$ cat config.mk
export PLATFORM = sky130hd
export DESIGN_NAME = cocc_fifo
export DESIGN_NICKNAME = d
export VERILOG_FILES = /design/src/hw/rtl/cocc_fifo.sv
export SDC_FILE = /design/constraint.sdc
export NUM_CORES = 1
export LEC_CHECK = 0
export BUFFER_PORTS_ARGS = -buffer_cell sky130_fd_sc_hd__clkbuf_2
export CORE_AREA = 2 2 43 45
export CTS_CLUSTER_SIZE = 16
export DETAILED_ROUTE_END_ITERATION = 12
export DIE_AREA = 0 0 45 47
export PLACE_DENSITY = 0.73
export SLEW_MARGIN = 20
export SYNTH_ARGS = -nofsm -noshare
export SYNTH_HDL_FRONTEND = slang
export SYNTH_SLANG_ARGS = --single-unit
$ cat constraint.sdc
create_clock -name i_clk -period 2.3 [get_ports i_clk]
set_clock_uncertainty 0.1 [all_clocks]
set_input_delay 0.23 -clock i_clk [delete_from_list [all_inputs] [get_ports i_clk]]
set_output_delay 0.23 -clock i_clk [all_outputs]
set_load 0.01 [all_outputs]
$ cat src/hw/rtl/cocc_fifo.sv
// Small register FIFO with push/full and pop/empty sides.
// No dependencies; carries command and result beats.
`default_nettype none

module cocc_fifo #(
    parameter int WIDTH = 8,
    parameter int DEPTH = 2
) (
    input  wire logic             i_clk,
    input  wire logic             i_rst_n,
    input  wire logic             i_push,
    input  wire logic [WIDTH-1:0] i_data,
    output logic                  o_full,
    input  wire logic             i_pop,
    output logic      [WIDTH-1:0] o_data,
    output logic                  o_empty
);

    localparam int PW = (DEPTH > 1) ? $clog2(DEPTH) : 1;
    localparam int NW = $clog2(DEPTH + 1);

    logic [WIDTH-1:0] r_mem [DEPTH];
    logic [PW-1:0]    r_wptr, n_wptr;
    logic [PW-1:0]    r_rptr, n_rptr;
    logic [NW-1:0]    r_cnt,  n_cnt;
    logic             w_do_push, w_do_pop;

    assign o_full    = (r_cnt == NW'(DEPTH));
    assign o_empty   = (r_cnt == '0);
    assign w_do_push = i_push && !o_full;
    assign w_do_pop  = i_pop && !o_empty;
    assign o_data    = r_mem[r_rptr];

    always_comb begin
        n_wptr = r_wptr;
        n_rptr = r_rptr;
        n_cnt  = r_cnt;
        if (w_do_push) begin
            n_wptr = (r_wptr == PW'(DEPTH - 1)) ? '0 : r_wptr + 1'b1;
        end
        if (w_do_pop) begin
            n_rptr = (r_rptr == PW'(DEPTH - 1)) ? '0 : r_rptr + 1'b1;
        end
        if (w_do_push && !w_do_pop) begin
            n_cnt = r_cnt + 1'b1;
        end else if (w_do_pop && !w_do_push) begin
            n_cnt = r_cnt - 1'b1;
        end
    end

    always_ff @(posedge i_clk) begin
        if (!i_rst_n) begin
            r_wptr <= '0;
            r_rptr <= '0;
            r_cnt  <= '0;
        end else begin
            r_wptr <= n_wptr;
            r_rptr <= n_rptr;
            r_cnt  <= n_cnt;
        end
    end

    always_ff @(posedge i_clk) begin
        if (w_do_push) begin
            r_mem[r_wptr] <= i_data;
        end
    end

endmodule

`default_nettype wire

==> out/qor.csv <==
stage,metric,value,unit
setup_path,slowest_stage,dfxtp_1,
sta,fin_tns_setup,0,ns
logic_synthesis,avgSynthCellArea,16.2,sq um
route,firstDrtPassIters,2,
floorplanning,die_area,2120,sq um
route,drtIter0Drc,6,
setup_path,critPathMaxFanout,8,
setup_path,r2r_cells,6,
clock_tree,cts_sinks,21,
global_route,grt_pass1_vias,404,
clock_tree,clkLatencyLatePin,0.29,ns
clock_tree,clk_path_buf_depth,2,
sta,fin_crit,1.67,ns
logic_synthesis,synthDistinctLibCells,20,
cells_and_area,final_cell_mix,"clkbuf_2 (21), edfxtp_1 (16), mux2_2 (8)",
place,gp_congestion,0.631,
setup_path,cp_cell_sequence,mux2_2 > clkbuf_2,
clock_tree,cts_setup_buffers,0,
cells_and_area,fillers,151,
worst_hold_path,hold-path-cell-count,1,
route,viasPerCell,5.02,
route,post_drt_wl_per_cell,12.6,um
pwr,power.switching,0.297,mW
pwr,p_leak,0.387,nW
cells_and_area,stdcell_count,92,
clock_tree,cts_buffers,3,
pwr,powerDensity,1050,nW/um^2
setup_path,arrival,1.34,ns
floorplanning,ios,22,
clock_tree,clkTransAtPathRegs,0.11,ns
pwr,clkPwrFrac,16.5,%
sta,relSlewSlack,53.9,%
global_route,grt_max_degree,12,
global_route,overflow,0,
global_route,grt_pass1_wl,1730,um
clock_tree,cts_tree,done,
sta,timing.final.max_slew_violations,0,
floorplanning,fp.coreArea,1650,sq um
logic_synthesis,synth-seq-cells,21,
route,routed_wl,1160,um
cells_and_area,final_common_cell,clkbuf_2,
sta,tightest_slew,0.688,ns
cells_and_area,drive_gt1_share,45.3,%
worst_hold_path,hold_class,input port to flip-flop,
logic_synthesis,synth_area,810,sq um
place,port_buffers,21,
cells_and_area,nets,89,
cells_and_area,antenna_cells,0,
clock_tree,clockRootBuffer,clkbuf_4,
clock_tree,cts_resized,0,
job,cap_violations,0,
cells_and_area,synthToLayoutAreaGrowth,19.5,%
pwr,p_sw_share,29.3,%
logic_synthesis,synth_cells,50,
floorplanning,die_x,45,um
sta,hold_violations,0,
floorplanning,fp.dieH,47,um
sta,rsz0062_at_grt,false,
global_route,antenna_found_initial,0,
pwr,seq_power_share,52.7,%
run_status,status,finished clean,
global_route,grtUsageTotal,11.9,%
setup_path,end_kind,primary output,
place,post-place-cells,87,
pwr,combinationalPowerShare,30.8,%
setup_path,cp-start-kind,flip-flop,
route,drtAntennaViolNets,0,
route,drc,0,
setup_path,max_stage_delay,0.54,ns
clock_tree,htreeDepth,1,
route,num_vias,462,
sta,fmax,0.600,GHz
pwr,ir_drop,0.000490,V
setup_path,critPathKind,flip-flop to primary output,
logic_synthesis,synth_sequential_area_ratio,71.7,%
sta,fin_ws,0.632,ns
setup_path,required,1.97,ns
place,dp_slack,0.620,ns
sta,setup_viol,0,
pwr,cell_internal_pwr,0.716,mW
sta,post-route-period-util,72.5,%
logic_synthesis,synth.net_count,63,
logic_synthesis,synth_warnings,0,
floorplanning,placementRows,15,
floorplanning,start_util,49.0,%
-- logic make-up (layout without fill, tap and decap cells) --
| logic type | count (synthesis) | in the layout | synth area share [%] |
|---|---|---|---|
| AOI/OAI and AO/OA | 5 | 5 | 4.02 |
| buffers and inverters | 3 | 28 | 1.54 |
| DFF | 21 | 21 | 71.7 |
| xor gates and xnor gates | 3 | 3 | 3.25 |
| muxes | 8 | 8 | 11.1 |
| and+or+nand+nor | 9 | 9 | 6.80 |
| adders and majority gates | 1 | 1 | 1.55 |
-- metal layers --
metal | global-route usage [%] | routed length (um) | vias up
met5 | 0 | 0 | -
met4 | 7.06 | 7 | 0
met3 | 3.85 | 87 | 2
met2 | 19.7 | 556 | 15
met1 | 13.6 | 507 | 211
li1 | - | - | 234
-- final timing paths --
check,from,slack [ns],endpoint
worst max-delay path,flip-flop,0.63,o_data[3]
worst min-delay path,i_data[3],0.02,r_mem[1][3]
worst max register to register,r_cnt[0],0.64,r_cnt[1]
worst min register to register,r_cnt[1],0.43,r_cnt[1]
-- layout make-up --
type / count / area (sq um) / share of cell area (%)
sequential: 21 / 581 / 60.0
multi-input combinational: 26 / 216 / 22.4
timing repair buffer: 22 / 115 / 11.9
clock buffer: 4 / 26.3 / 2.72
tap: 17 / 21.3 / 2.20
inverter: 2 / 7.51 / 0.776
-- critical path: cells and delay by family (launching register included) --
kind	cells	cell delay, ns
buffers and inverters	1	0.13
multiplexers	1	0.39
flip-flops	1	0.54
-- per-stage QoR --
stage / utilization, % / power (mW) / hold slack, ns / instance area, sq um
finish: 58.6 / 1.01 / 0.0235 / 967
floorplan: - / 0.757 / 0.229 / 810
CTS: 58.0 / 1.03 / 0.00664 / 957
detailed placement: 56.4 / 0.860 / 0.323 / 931
global placement: 56.4 / 0.850 / 0.322 / 931
global route: 58.6 / 1.08 / 0.00870 / 967
-- registers in the layout, indices dropped and copies added, names as in the netlist, named ones only --
signal  count
r_mem      16
r_wptr      1
r_rptr      1
r_cnt       2
-- synth_stat cells, drive strengths merged --
library cell	count	area, sq um
edfxtp	16	480
mux2	8	90.1
dfxtp	5	100
and2	3	18.8
a21boi	2	15.0
inv	2	7.50
nor2	2	7.51
o21ai	2	10.0
xnor2	2	17.5
and3	1	6.26
buf	1	5.00
ha	1	12.5
nand2b	1	6.26
nor3	1	10.0
o21a	1	7.51
or3	1	6.26
xor2	1	8.76
-- what timing repair did --
item / in CTS / in global routing
endpoints found under the setup margin: 0 / 0
endpoints found under the hold margin: 0 / 2
hold buffers: 0 / 1
-- power by group through the flow --
stage	sequential [mW]	clock (mW)	combinational (mW)
2_1_floorplan	0.517	0	0.240
6_report	0.534	0.167	0.312
3_3_place_gp	0.541	0	0.309
5_1_grt	0.545	0.189	0.350
3_5_place_dp	0.544	0	0.316
4_1_cts	0.536	0.176	0.318
(Power assumes the default switching activity.)
