<file path="src/hw/rtl/cocc_pkg.sv">
// Shared types, codes and constants of the circular cell occupancy classifier.
// No dependencies; used by cocc_front, cocc_back, the top level and the testbench.
`default_nettype none

package cocc_pkg;

    localparam int MAP_SIDE_DEF   = 256;
    localparam int MAX_WINDOW_DEF = 32;
    localparam int BLOCK_LIMIT    = 50;

    localparam int CFG_W   = 13;
    localparam int COORD_W = 8;
    localparam int OCC_W   = 8;
    localparam int CTR_W   = 17;
    localparam int POS_W   = 11;
    localparam int SIDE_W  = 9;
    localparam int DIST_W  = 19;
    localparam int R2_W    = 26;
    localparam int BND_W   = 13;
    localparam int RAD_W   = 13;
    localparam int DIM_W   = 9;

    localparam logic [1:0] CFG_MAP_WIDTH   = 2'd0;
    localparam logic [1:0] CFG_MAP_HEIGHT  = 2'd1;
    localparam logic [1:0] CFG_CELL_RADIUS = 2'd2;

    localparam logic OP_WRITE    = 1'b0;
    localparam logic OP_CLASSIFY = 1'b1;

    typedef logic [1:0] t_status;
    localparam t_status CS_FREE    = 2'd0;
    localparam t_status CS_UNKNOWN = 2'd1;
    localparam t_status CS_BLOCKED = 2'd2;

    typedef enum logic [1:0] {
        BK_IDLE,
        BK_SCAN,
        BK_DRAIN,
        BK_RESULT
    } t_bk_state;

    typedef struct packed {
        logic                      op;
        logic                      wr_ok;
        logic [COORD_W-1:0]        map_x;
        logic [COORD_W-1:0]        map_y;
        logic signed [OCC_W-1:0]   occ;
        logic signed [POS_W-1:0]   x0;
        logic signed [POS_W-1:0]   y0;
        logic [SIDE_W-1:0]         side;
        logic signed [CTR_W-1:0]   cx;
        logic signed [CTR_W-1:0]   cy;
        t_status                   prior;
        logic [R2_W-1:0]           r2;
    } t_cmd;

    typedef struct packed {
        logic [BND_W-1:0] w;
        logic [BND_W-1:0] h;
    } t_bounds;

endpackage

`default_nettype wire

</file>
<file path="src/hw/rtl/cocc_front.sv">
// Front end: configuration registers and decode of input beats into commands
// (window origin, side, squared radius). Depends on cocc_pkg.
`default_nettype none

module cocc_front #(
    parameter int MAP_SIDE   = cocc_pkg::MAP_SIDE_DEF,
    parameter int MAX_WINDOW = cocc_pkg::MAX_WINDOW_DEF
) (
    input  wire logic                                i_clk,
    input  wire logic                                i_rst_n,
    input  wire logic                                i_cfg_we,
    input  wire logic [1:0]                          i_cfg_idx,
    input  wire logic [cocc_pkg::CFG_W-1:0]          i_cfg_data,
    input  wire logic                                i_operation,
    input  wire logic [cocc_pkg::COORD_W-1:0]        i_map_x,
    input  wire logic [cocc_pkg::COORD_W-1:0]        i_map_y,
    input  wire logic signed [cocc_pkg::OCC_W-1:0]   i_occupancy,
    input  wire logic signed [cocc_pkg::CTR_W-1:0]   i_center_x,
    input  wire logic signed [cocc_pkg::CTR_W-1:0]   i_center_y,
    input  wire cocc_pkg::t_status                   i_prior_status,
    output cocc_pkg::t_cmd                           o_cmd,
    output cocc_pkg::t_bounds                        o_bounds
);

    localparam int BW = cocc_pkg::BND_W;
    localparam int DW = cocc_pkg::CTR_W + 1;

    logic [cocc_pkg::DIM_W-1:0] r_map_width;
    logic [cocc_pkg::DIM_W-1:0] r_map_height;
    logic [cocc_pkg::RAD_W-1:0] r_radius;

    logic signed [DW-1:0]                 w_dx, w_dy;
    logic signed [cocc_pkg::POS_W-1:0]    w_x0, w_y0;
    logic [cocc_pkg::RAD_W+1:0]           w_span;
    logic [6:0]                           w_side_raw;
    logic [cocc_pkg::SIDE_W-1:0]          w_side;

    always_ff @(posedge i_clk) begin
        if (!i_rst_n) begin
            r_map_width  <= cocc_pkg::DIM_W'(256);
            r_map_height <= cocc_pkg::DIM_W'(256);
            r_radius     <= cocc_pkg::RAD_W'(512);
        end else if (i_cfg_we) begin
            unique case (i_cfg_idx)
                cocc_pkg::CFG_MAP_WIDTH:   r_map_width  <= i_cfg_data[cocc_pkg::DIM_W-1:0];
                cocc_pkg::CFG_MAP_HEIGHT:  r_map_height <= i_cfg_data[cocc_pkg::DIM_W-1:0];
                cocc_pkg::CFG_CELL_RADIUS: r_radius     <= i_cfg_data;
                default: ;
            endcase
        end
    end

    // origin = trunc toward zero of (center - radius) / 256
    assign w_dx = {i_center_x[cocc_pkg::CTR_W-1], i_center_x} - $signed({5'b0, r_radius});
    assign w_dy = {i_center_y[cocc_pkg::CTR_W-1], i_center_y} - $signed({5'b0, r_radius});
    assign w_x0 = {w_dx[DW-1], w_dx[DW-1:8]}
                + cocc_pkg::POS_W'(w_dx[DW-1] && (|w_dx[7:0]));
    assign w_y0 = {w_dy[DW-1], w_dy[DW-1:8]}
                + cocc_pkg::POS_W'(w_dy[DW-1] && (|w_dy[7:0]));

    assign w_span     = {r_radius, 1'b0} + (cocc_pkg::RAD_W+2)'(255);
    assign w_side_raw = w_span[cocc_pkg::RAD_W+1:8];
    assign w_side     = (cocc_pkg::SIDE_W'(w_side_raw) > cocc_pkg::SIDE_W'(MAX_WINDOW))
                      ? cocc_pkg::SIDE_W'(MAX_WINDOW) : cocc_pkg::SIDE_W'(w_side_raw);

    always_comb begin
        o_cmd.op    = i_operation;
        o_cmd.wr_ok = (BW'(i_map_x) < BW'(MAP_SIDE)) && (BW'(i_map_y) < BW'(MAP_SIDE));
        o_cmd.map_x = i_map_x;
        o_cmd.map_y = i_map_y;
        o_cmd.occ   = i_occupancy;
        o_cmd.x0    = w_x0;
        o_cmd.y0    = w_y0;
        o_cmd.side  = w_side;
        o_cmd.cx    = i_center_x;
        o_cmd.cy    = i_center_y;
        o_cmd.prior = i_prior_status;
        o_cmd.r2    = cocc_pkg::R2_W'(r_radius * r_radius);
    end

    assign o_bounds.w = (BW'(r_map_width) > BW'(MAP_SIDE)) ? BW'(MAP_SIDE) : BW'(r_map_width);
    assign o_bounds.h = (BW'(r_map_height) > BW'(MAP_SIDE)) ? BW'(MAP_SIDE) : BW'(r_map_height);

endmodule

`default_nettype wire

</file>
<file path="config.mk">
export PLATFORM = sky130hd
export DESIGN_NAME = cocc_front
export DESIGN_NICKNAME = d
export VERILOG_FILES = /design/src/hw/rtl/cocc_pkg.sv /design/src/hw/rtl/cocc_front.sv
export SDC_FILE = /design/constraint.sdc
export NUM_CORES = 1
export LEC_CHECK = 0
export ABC_AREA = 1
export BUFFER_PORTS_ARGS = -buffer_cell sky130_fd_sc_hd__buf_4
export CAP_MARGIN = 0
export CORE_MARGIN = 2
export CORE_UTILIZATION = 40
export DETAILED_ROUTE_END_ITERATION = 16
export GPL_TIMING_DRIVEN = 0
export PLACE_DENSITY = 0.61
export SETUP_SLACK_MARGIN = 0.15
export SLEW_MARGIN = 10
export SYNTH_ARGS = -nofsm -noshare
export SYNTH_HDL_FRONTEND = slang
export SYNTH_SLANG_ARGS = --single-unit
export TNS_END_PERCENT = 30
</file>
<file path="constraint.sdc">
create_clock -name i_clk -period 16.4 [get_ports i_clk]
set_clock_uncertainty 0.05 [all_clocks]
set_input_delay 3.28 -clock i_clk [delete_from_list [all_inputs] [get_ports i_clk]]
set_output_delay 3.28 -clock i_clk [all_outputs]
set_load 0.01 [all_outputs]
</file>
==> reports/results.tsv, run 1 <==
stage	metric	value	unit
setup_path	length in cells of the worst reg-to-reg path	4	
route	ANT nets after route	0	
sta	clock period minus worst slack	9.49	ns
outcome	status	complete, no violations	
placement	Final Wtd Congestion	0.877	
sta	Slew @ Worst Pin	0.622	ns
setup_path	Crit Path Max Fanout	10	
sta	fin crit share	57.9	%
grt	GRT Util Overall	20.0	%
clock_tree	Num CTS Buffers	5	
logic_synthesis	Syn Inst Count	1434	
logic_synthesis	Synth Cell Area	0.00933	mm^2
setup_path	crit path DAT	6.16	ns
logic_synthesis	post-synthesis register bit count	31	
cells_and_area	ant diodes	0	
logic_synthesis	yosys warns	0	
logic_synthesis	Post-synth EDFFs	0	
logic_synthesis	main area contributors after synthesis	fa_1 21%, inv_1 14%, nand2_1 14%, ha_1 13%, dfxtp_1 6.7%	
setup_path	Crit path largest cell delay	0.61	ns
setup_path	CP Capture Type	primary output	
hold_path	worst hold stages	2	
hold_path	worst hold path type	reg -> reg	
sta	final hold violations	0	
die	Core Rows	55	
clock_tree	CTS resizes	0	
flow_run	max_cap viols	0	
setup_path	FF-to-FF Start	r_radius[9]	
die	Initial Util	40.9	%
logic_synthesis	Distinct cells, synth	36	
placement	PortBufs	183	
setup_path	R2R setup slack	14.96	ns
cells_and_area	final core utilization	49.5	%
pwr	power per cell area	42.1	mW/mm^2
logic_synthesis	synthesized area per cell	6.50	um^2
route	WL per Instance	12.7	um
setup_path	reg2reg end	r_radius[9]	
sta	count of pins over their slew limit	0	
die	die span in y	157	um
sta	worst rel slew slack	58.5	%
clock_tree	Clock Tree Root	clkbuf_16	
clock_tree	clock sinks	31	
die	DIE WIDTH	157	um
die	die area	0.0246	mm^2
clock_tree	clock-pin slew on the worst setup and hold paths	0.05	ns
clock_tree	Max clock buf depth	2	
setup_path	Most common cell on crit path	fa_1	
placement	hpwl dp	22000	um
sta	FMAX	105	MHz
pwr	worst ir drop on vdd	0.0472	mV
grt	vias in the first global route	8602	
route	DRC Markers	0	
route	vias per cell	4.71	
setup_path	WS Path Type	reg -> out	
clock_tree	H-tree levels	2	
clock_tree	Clock Latency Late Sink	0.27	ns
route	Routed WL	24800	um
setup_path	CP max-delay cell	fa_1	
route	DR pass1 iterations	7	
pwr	Power, Total	0.000475	W
hold_path	Worst Hold Launch	r_map_width[3]	
setup_path	Critical Path RT	13.07	ns
clock_tree	# hold bufs at CTS	0	
route	DRT iter0 DRCs	432	
die	Ports	224	
clock_tree	CTS tree	done	
pwr	Pleak	6.74	nW
grt	pin count of the biggest net entering global routing	11	
logic_synthesis	Synth area leader	fa_1	
sta	Setup TNS	0	ns
logic_synthesis	post-synth top area share	21.0	%
grt	global-route wire length before repair	40300	um
sta	Setup violations, final	0	
grt	initial antenna violation count	0	
cells_and_area	area delta synth->final	20.9	%
sta	RSZ-0062 raised after global routing	no	
logic_synthesis	Seq/Total Area, Yosys	6.65	%
grt	global route total overflow	0	
logic_synthesis	Post-synth ARST share	0	%
logic_synthesis	Post-synth top flop	dfxtp_1	
setup_path	crit start category	flip-flop	
route	via count	9182	
sta	worst hold slack	0.422	ns
hold_path	hold path endpoint	r_map_width[3]	
die	Core ar.	0.0228	mm^2
clock_tree	Post-CTS Setup Repair Bufs	0	
setup_path	crit path cell chain	clkbuf_1, clkbuf_1, nand2_1, fa_1, inv_1, fa_1, fa_1, fa_1, inv_1, fa_1, inv_1, ha_1, nand2_1, nor2_1, nand4_1, o21ai_0, nand2_1, nand2_1, xor2_1, buf_4	
cells_and_area	fin nets	1909	
cells_and_area	share of layout cells above drive strength 1	17.7	%
==> power by group <==
group          switching (W)  internal, W  total [W]
Sequential        0.00000447    0.0000795  0.0000839
Combinational       0.000174     0.000128   0.000302
Clock              0.0000305    0.0000591  0.0000895
==> worst max-delay path by stage <==
stage,start,to,slack [ns],cells past startpoint
floorplan,i_center_x[0],o_cmd[86],7.59,14
detailed placement,i_center_y[2],o_cmd[81],6.95,21
global placement,i_center_y[12],o_cmd[81],6.99,18
finish,r_radius[9],o_cmd[22],6.91,20
global route,r_radius[9],o_cmd[25],6.60,20
CTS,i_center_y[2],o_cmd[81],6.94,21
==> cell usage after synthesis (all sizes together) (2+ instances only) <==
cell	count
nand2	352
inv	350
nor2	105
fa	98
ha	97
buf	76
a21oi	68
nand3	68
o21ai	43
xor2	33
dfxtp	31
nand4	26
clkbuf	25
nor3	15
xnor2	15
and2	6
a21boi	4
nor4	4
a31oi	3
o21bai	3
a211oi	2
a21o	2
conb	2
o21a	2
==> layout by cell type (no fill, tap or decap) <==
master and instances:
o21a_1 2, a21boi_1 1, nor3_1 13, nand2_1 342, o21ai_1 1, nor2_1 99
conb_1 13, nand2_2 10, a21oi_1 68, a21o_1 2, clkbuf_16 5, fa_1 98
xnor2_1 15, inv_2 2, a41oi_1 1, o211ai_1 1, nand3_1 66, o21bai_1 3
a31o_2 1, ha_1 97, nand4_1 26, a211oi_1 2, nor2_2 6, inv_1 348
nand3_2 2, buf_4 258, clkbuf_1 25, buf_6 1, dfxtp_1 31, a21boi_0 3
nand3b_1 1, clkbuf_8 1, xor2_1 33, o21ai_0 42, clkinv_2 1, and2_1 6
a31oi_1 3, nor3_2 2, nor4_1 4
==> flip-flops by register name, summed over array words and instances, names as in the netlist <==
register,flops
r_radius,13
r_map_height,9
r_map_width,9
==> metrics by stage <==
stage               std cells  setup slack (ns)  cell area (um^2)
finish                   1948              6.91             11300
global placement         1941              6.99             11100
floorplan                1445              7.59              9370
CTS                      1948              6.94             11300
detailed placement       1941              6.95             11100
global route             1948              6.60             11300
==> critical path: cells and delay by family, from the launching register on <==
kind | cells | cell delay (ns)
adders and majority gates | 6 | 3.03
AOI/OAI and AO/OA | 1 | 0.41
DFF | 1 | 0.30
and+or+nand+nor | 6 | 0.83
buffers and inverters | 6 | 1.14
xor gates and xnor gates | 1 | 0.17
==> cells by family (layout without fill, tap and decap cells) <==
group / Yosys count / in the layout / share of synthesized area [%]
AND/OR/NAND/NOR: 577 / 577 / 26.0
flip-flops: 31 / 31 / 6.65
XOR/XNOR: 48 / 48 / 4.51
buffers and inverters: 451 / 641 / 21.3
other: 2 / 13 / 0.0805
AO/OA/AOI/OAI: 130 / 130 / 7.47
adder cells (fa/ha/maj): 195 / 195 / 34.0
==> final cells by class <==
type	instances	area [um^2]
Timing Repair Buffer	183	1370
Tap cell	313	392
Clock buffer	6	139
Buffer	101	668
Inverter	350	1310
Sequential cell	31	621
Fill cell	2397	11500
Multi-Input combinational cell	963	6770
Clock inverter	1	5.00
==> metal layers <==
| metal | track usage [%] | up-vias | wire length, um |
|---|---|---|---|
| li1 | - | 4662 | - |
| met1 | 27.6 | 4252 | 11300 |
| met2 | 34.3 | 242 | 11900 |
| met3 | 1.88 | 26 | 1280 |
| met4 | 3.36 | 0 | 332 |
| met5 | 0 | - | 0 |
No activity file was read; power rests on OpenSTA's default activity.
==> run 2: changes to the inputs <==
ABC_AREA = 0   (was 1)
PLACE_DENSITY = 0.62   (was 0.61)
clock period = 9.96 ns   (was 16.4 ns; I/O delays follow)
==> run 2 against run 1 <==
Combinational power is 5% higher. Register-to-register slack got worse by 6.7 ns. Setup slack worse by 6.2 ns. Non-clock buffer count unchanged.
==> reports/results.tsv, run 2 <==
stage	metric	value	unit
sta	Setup TNS	0	ns
setup_path	Most common cell on crit path	inv_1	
hold_path	worst hold stages	2	
pwr	power per cell area	58.6	mW/mm^2
cells_and_area	fin nets	1501	
logic_synthesis	Post-synth ARST share	0	%
setup_path	length in cells of the worst reg-to-reg path	3	
grt	GRT Util Overall	18.8	%
die	Core Rows	52	
clock_tree	Post-CTS Setup Repair Bufs	0	
die	Ports	224	
setup_path	WS Path Type	reg -> out	
pwr	worst ir drop on vdd	0.0849	mV
setup_path	CP max-delay cell	fa_1	
sta	final hold violations	0	
setup_path	reg2reg end	r_radius[9]	
grt	initial antenna violation count	0	
clock_tree	clock sinks	31	
hold_path	worst hold path type	reg -> reg	
clock_tree	Clock Latency Late Sink	0.27	ns
logic_synthesis	top-count cell post-synth	inv_1	
pwr	Pleak	5.46	nW
cells_and_area	most frequent cells in the layout	255 x buf_4, 195 x inv_1, 100 x nand2_1, 98 x fa_1, 97 x ha_1	
setup_path	crit path DAT	7.22	ns
logic_synthesis	Post-synth EDFFs	0	
sta	FMAX	108	MHz
route	vias per cell	4.70	
cells_and_area	ant diodes	0	
sta	RSZ-0062 raised after global routing	no	
grt	global-route wire length before repair	33600	um
logic_synthesis	Distinct cells, synth	60	
route	via count	7048	
setup_path	Critical Path RT	7.92	ns
setup_path	Crit Path Max Fanout	9	
logic_synthesis	post-synthesis register bit count	31	
setup_path	Buf+Inv Stages, Crit Path	9	
logic_synthesis	Syn Inst Count	1029	
cells_and_area	share of layout cells above drive strength 1	22.6	%
placement	Final Wtd Congestion	0.873	
clock_tree	Num CTS Buffers	5	
logic_synthesis	main area contributors after synthesis	fa_1 24%, ha_1 15%, inv_1 8.8%, dfxtp_1 7.5%, buf_4 6.8%	
die	Core ar.	0.0202	mm^2
setup_path	crit start category	flip-flop	
route	DRT iter0 DRCs	348	
route	ANT nets after route	0	
logic_synthesis	yosys warns	0	
hold_path	hold path endpoint	r_radius[4]	
clock_tree	Clock Tree Root	clkbuf_16	
clock_tree	Max clock buf depth	2	
pwr	Clk pwr share	24.4	%
placement	PortBufs	180	
logic_synthesis	synthesized area per cell	8.04	um^2
setup_path	delay-heaviest family, CP	adder cells	
pwr	Combinational Power Share	53.3	%
pwr	P_sw	0.000221	W
placement	dpl cells	1490	
sta	fin crit share	93.0	%
pwr	Int Pwr	0.000373	W
grt	global route total overflow	0	
placement	hpwl dp	17400	um
cells_and_area	Post-Layout Cell Count	1498	
clock_tree	CTS tree	done	
die	die area	0.0218	mm^2
outcome	status	complete, no violations	
route	Routed WL	20700	um
logic_synthesis	Seq/Total Area, Yosys	7.50	%
clock_tree	clock-pin slew on the worst setup and hold paths	0.05	ns
setup_path	CP Capture Type	primary output	
setup_path	Crit path largest cell delay	0.53	ns
cells_and_area	filler cell count	2048	
hold_path	Worst Hold Launch	r_radius[4]	
grt	pin count of the biggest net entering global routing	12	
sta	Setup violations, final	0	
cells_and_area	max FFs per register	13	
logic_synthesis	post-synth top area share	23.7	%
grt	vias in the first global route	6836	
die	Initial Util	40.9	%
logic_synthesis	commonest cells in the netlist	195 x inv_1, 100 x nand2_1, 98 x fa_1, 97 x ha_1, 75 x buf_4	
setup_path	R2R setup slack	8.29	ns
logic_synthesis	Post-synth top flop	dfxtp_1	
route	DRC Markers	0	
sta	clock period minus worst slack	9.26	ns
cells_and_area	most common cell after layout, fill and taps aside	buf_4	
cells_and_area	area delta synth->final	22.7	%
pwr	Sw Share	37.2	%
clock_tree	H-tree levels	2	
cells_and_area	largest registers	r_radius (13), r_map_height (9), r_map_width (9)	
logic_synthesis	Synth area leader	fa_1	
pwr	Power, Total	0.000594	W
route	DR pass1 iterations	5	
cells_and_area	final core utilization	50.1	%
route	WL per Instance	13.8	um
logic_synthesis	Synth Cell Area	0.00827	mm^2
sta	worst rel slew slack	50.0	%
die	DIE WIDTH	148	um
cells_and_area	Largest Register	r_radius	
flow_run	max_cap viols	0	
setup_path	FF-to-FF Start	r_radius[9]	
sta	count of pins over their slew limit	0	
sta	Slew @ Worst Pin	0.750	ns
die	die span in y	148	um
pwr	share of total power in sequential cells	22.3	%
[run 2: cell count changes after synthesis, sizes merged, moves of 38 or more]
| cell | change |
|---|---|
| a21oi | -38 |
| inv | -155 |
| nand2 | -252 |
| nand3 | -57 |
| nor2 | -45 |
| nor2b | +39 |
[run 2: worst register-to-register path, delay by kind of cell, from the launching register on]
family / cells / cell delay (ns)
flip-flops: 1 / 0.30
buffers and inverters: 2 / 0.98
AO/OA/AOI/OAI: 1 / 0.27
[run 2: routing by layer]
metal  GRT usage [%]  wire length [um]
met1            26.0              9820
met2            32.4              9720
met3            2.22               967
met4            2.48               162
met5               0                 0
[run 2: logic make-up (layout without fill, tap and decap cells)]
group | after synthesis | after routing | synth area share (%)
adder cells (fa/ha/maj) | 195 | 195 | 38.4
AO/OA/AOI/OAI | 135 | 135 | 11.2
flip-flops | 31 | 31 | 7.50
AND/OR/NAND/NOR | 279 | 279 | 16.3
XOR/XNOR | 61 | 61 | 6.46
buffers and inverters | 302 | 490 | 17.1
other | 2 | 13 | 0.0908
multiplexers | 24 | 24 | 2.93
[run 2: layout make-up]
| type | count | area [um^2] | share of cell area, % |
|---|---|---|---|
| multi-input combinational | 707 | 6280 | 61.9 |
| clock inverter | 3 | 15.0 | 0.148 |
| clock buffer | 5 | 125 | 1.23 |
| inverter | 198 | 747 | 7.36 |
| timing repair buffer | 180 | 1350 | 13.3 |
| buffer | 104 | 672 | 6.62 |
| tap | 270 | 338 | 3.33 |
| sequential | 31 | 621 | 6.12 |
[run 2: worst max-delay path by stage]
stage                             from  slack, ns        end  cells after the start
after floorplan           r_radius[11]       2.03  o_cmd[25]                     25
after global placement    r_radius[11]       1.03  o_cmd[25]                     26
after detailed placement   r_radius[9]       0.94  o_cmd[25]                     25
after CTS                  r_radius[9]       0.62  o_cmd[25]                     25
after global routing      r_radius[11]       0.17  o_cmd[25]                     26
final                      r_radius[6]       0.70  o_cmd[25]                     25
[run 2: power by group through the flow]
stage	combinational (W)	sequential (W)	clock (W)
after floorplan	0.000200	0.000134	0
after global placement	0.000315	0.000135	0
after detailed placement	0.000318	0.000135	0
after CTS	0.000319	0.000133	0.000148
after global routing	0.000349	0.000133	0.000153
final	0.000317	0.000133	0.000145
[run 2: what timing repair did]
| item | in CTS | in global routing |
|---|---|---|
| setup endpoints to repair | 0 | 1 |
| hold buffers | 0 | 0 |
| gates resized for setup | 0 | 1 |
| endpoints found under the hold margin | 0 | 0 |
[run 2: metrics by stage]
step                      hold slack, ns  cell area, um^2  setup slack, ns
after global routing               0.483            10100            0.169
after CTS                          0.442            10100            0.623
after detailed placement           0.434            10000            0.944
after floorplan                    0.405             8310             2.03
after global placement             0.424            10000             1.03
final                              0.435            10100            0.696
==> run 3: changes to the inputs <==
clock period = 9.04 ns   (was 9.96 ns; I/O delays follow)
==> run 3 against run 2 <==
Power increased by 11%. Via count increased by 0.95%. Die area unchanged. First-iteration DRC count decreased by 8.6%. Global-route usage unchanged. Sequential power increased by 9.8%. Final cell count increased by 0.73%. Sequential cell count unchanged. Count of clock-buffer cells in the layout unchanged. Non-clock buffer count increased by 11. Utilization increased by 0.63 points. Setup slack got worse by 0.16 ns. Critical path type unchanged. Critical endpoint unchanged. Largest cell class unchanged.
==> reports/results.tsv, run 3 (same netlist as run 2, synthesis figures left out) <==
stage	metric	value	unit
grt	vias in the first global route	6836	
sta	RSZ-0062 raised after global routing	no	
route	DRC Markers	0	
die	Core Rows	52	
die	die span in y	148	um
clock_tree	Clock Latency Late Sink	0.27	ns
placement	dpl cells	1490	
sta	clock period minus worst slack	8.50	ns
route	ANT nets after route	0	
setup_path	Crit Path Max Fanout	10	
setup_path	crit path DAT	6.65	ns
route	DR pass1 iterations	5	
route	met1 wire length	9890	um
setup_path	length in cells of the worst reg-to-reg path	3	
cells_and_area	max FFs per register	13	
pwr	Pleak	5.53	nW
pwr	power per cell area	64.1	mW/mm^2
route	via count	7115	
placement	Final Wtd Congestion	0.873	
cells_and_area	share of layout cells above drive strength 1	24.5	%
clock_tree	clock-pin slew on the worst setup and hold paths	0.05	ns
route	WL per Instance	13.8	um
cells_and_area	ant diodes	0	
route	routed length on met2	9820	um
clock_tree	# hold bufs at CTS	0	
sta	worst rel slew slack	52.4	%
cells_and_area	Largest Register	r_radius	
outcome	status	complete, no violations	
placement	hpwl dp	17400	um
cells_and_area	area delta synth->final	24.2	%
route	vias per cell	4.72	
cells_and_area	most common cell after layout, fill and taps aside	buf_4	
cells_and_area	fin nets	1512	
pwr	worst ir drop on vdd	0.0938	mV
setup_path	crit start category	flip-flop	
setup_path	FF-to-FF Start	r_radius[12]	
cells_and_area	most frequent cells in the layout	267 x buf_4, 192 x inv_1, 100 x nand2_1, 98 x fa_1, 97 x ha_1	
sta	FMAX	118	MHz
grt	global-route wire length before repair	33600	um
hold_path	Worst Hold Launch	r_radius[4]	
clock_tree	clock sinks	31	
cells_and_area	Post-Layout Cell Count	1509	
sta	Setup TNS	0	ns
sta	Slew @ Worst Pin	0.709	ns
route	Top Layer Used	met4	
clock_tree	H-tree levels	2	
hold_path	worst hold stages	2	
die	die area	0.0218	mm^2
setup_path	R2R setup slack	7.75	ns
setup_path	CP Capture Type	primary output	
clock_tree	Clock Tree Root	clkbuf_16	
setup_path	reg2reg end	r_radius[12]	
sta	count of pins over their slew limit	0	
die	Core ar.	0.0202	mm^2
setup_path	crit path from	r_radius[5]	
cells_and_area	largest registers	r_radius (13), r_map_height (9), r_map_width (9)	
die	Ports	224	
clock_tree	CTS tree	done	
placement	PortBufs	180	
grt	initial antenna violation count	0	
route	Routed WL	20800	um
die	Initial Util	40.9	%
route	WL met3	941	um
clock_tree	Max clock buf depth	2	
flow_run	max_cap viols	0	
sta	final hold violations	0	
grt	pin count of the biggest net entering global routing	12	
hold_path	hold path endpoint	r_radius[4]	
setup_path	Critical Path RT	7.18	ns
setup_path	WS Path Type	reg -> out	
grt	GRT Util Overall	18.8	%
clock_tree	Num CTS Buffers	5	
route	DRT iter0 DRCs	318	
sta	fin crit share	94.1	%
grt	global route total overflow	0	
sta	Setup violations, final	0	
die	DIE WIDTH	148	um
hold_path	worst hold path type	reg -> reg	
## run 3: changes by cell type in the layout (fill, tap and decap cells not counted), sizes merged
cell	delta
inv	-2
buf	+14
clkinvlp	+3
clkbuf	-3
clkinv	-1
## run 3: report_power, final
group | switching [W] | leakage, nW | internal [W]
Sequential | 0.00000480 | 0.252 | 0.000142
Combinational | 0.000180 | 5.21 | 0.000172
Clock | 0.0000599 | 0.0733 | 0.000100
Total | 0.000245 | 5.53 | 0.000414
## run 3: what timing repair did
action	in CTS	in global routing
endpoints found under the hold margin	0	0
gates resized for setup	8	19
pin swaps	0	0
setup buffers	0	11
setup endpoints to repair	1	3
## run 3: worst max-delay path by stage
| stage | endpoint | slack, ns |
|---|---|---|
| after global routing | o_cmd[25] | 0.14 |
| after detailed placement | o_cmd[25] | 0.21 |
| after global placement | o_cmd[25] | 0.29 |
| final | o_cmd[25] | 0.54 |
| after CTS | o_cmd[25] | 0.22 |
| after floorplan | o_cmd[25] | 1.30 |
## run 3: per-layer routing
metal / GRT usage, % / up-vias
li1: - / 3599
met3: 2.22 / 12
met4: 2.48 / 0
met5: 0 / -
met1: 26.0 / 3329
met2: 32.4 / 175
## run 3: through the flow
| step | util [%] | total power [W] | worst slack (ns) | hold slack [ns] | area (um^2) |
|---|---|---|---|---|---|
| after floorplan | - | 0.000368 | 1.30 | 0.405 | 8310 |
| after global placement | 49.4 | 0.000496 | 0.290 | 0.424 | 10000 |
| after detailed placement | 49.4 | 0.000500 | 0.208 | 0.434 | 10000 |
| after CTS | 50.2 | 0.000661 | 0.223 | 0.442 | 10200 |
| after global routing | 50.8 | 0.000704 | 0.143 | 0.483 | 10300 |
| final | 50.8 | 0.000659 | 0.537 | 0.441 | 10300 |
## run 3: critical path, cell delays in order (launching register included)
cell,delay (ns)
dfxtp_1,0.35
buf_2,0.28
inv_1,0.21
nor2_1,0.27
inv_1,0.09
fa_1,0.49
inv_1,0.05
fa_1,0.48
inv_1,0.06
fa_1,0.53
inv_1,0.06
fa_1,0.53
inv_1,0.05
fa_1,0.53
inv_1,0.04
ha_1,0.35
a21o_1,0.21
a31oi_2,0.19
o21ai_0,0.14
o21bai_1,0.24
nand2b_1,0.22
a31o_2,0.25
a21o_1,0.21
o31ai_2,0.23
xnor2_1,0.16
buf_4,0.14
## run 3: final cells by class
| cell class | instances | area, um^2 |
|---|---|---|
| Buffer | 104 | 689 |
| Fill cell | 2035 | 9960 |
| Inverter | 198 | 761 |
| Tap cell | 270 | 338 |
| Multi-Input combinational cell | 707 | 6290 |
| Sequential cell | 31 | 621 |
| Timing Repair Buffer | 191 | 1430 |
| Clock buffer | 5 | 125 |
| Clock inverter | 3 | 15.0 |
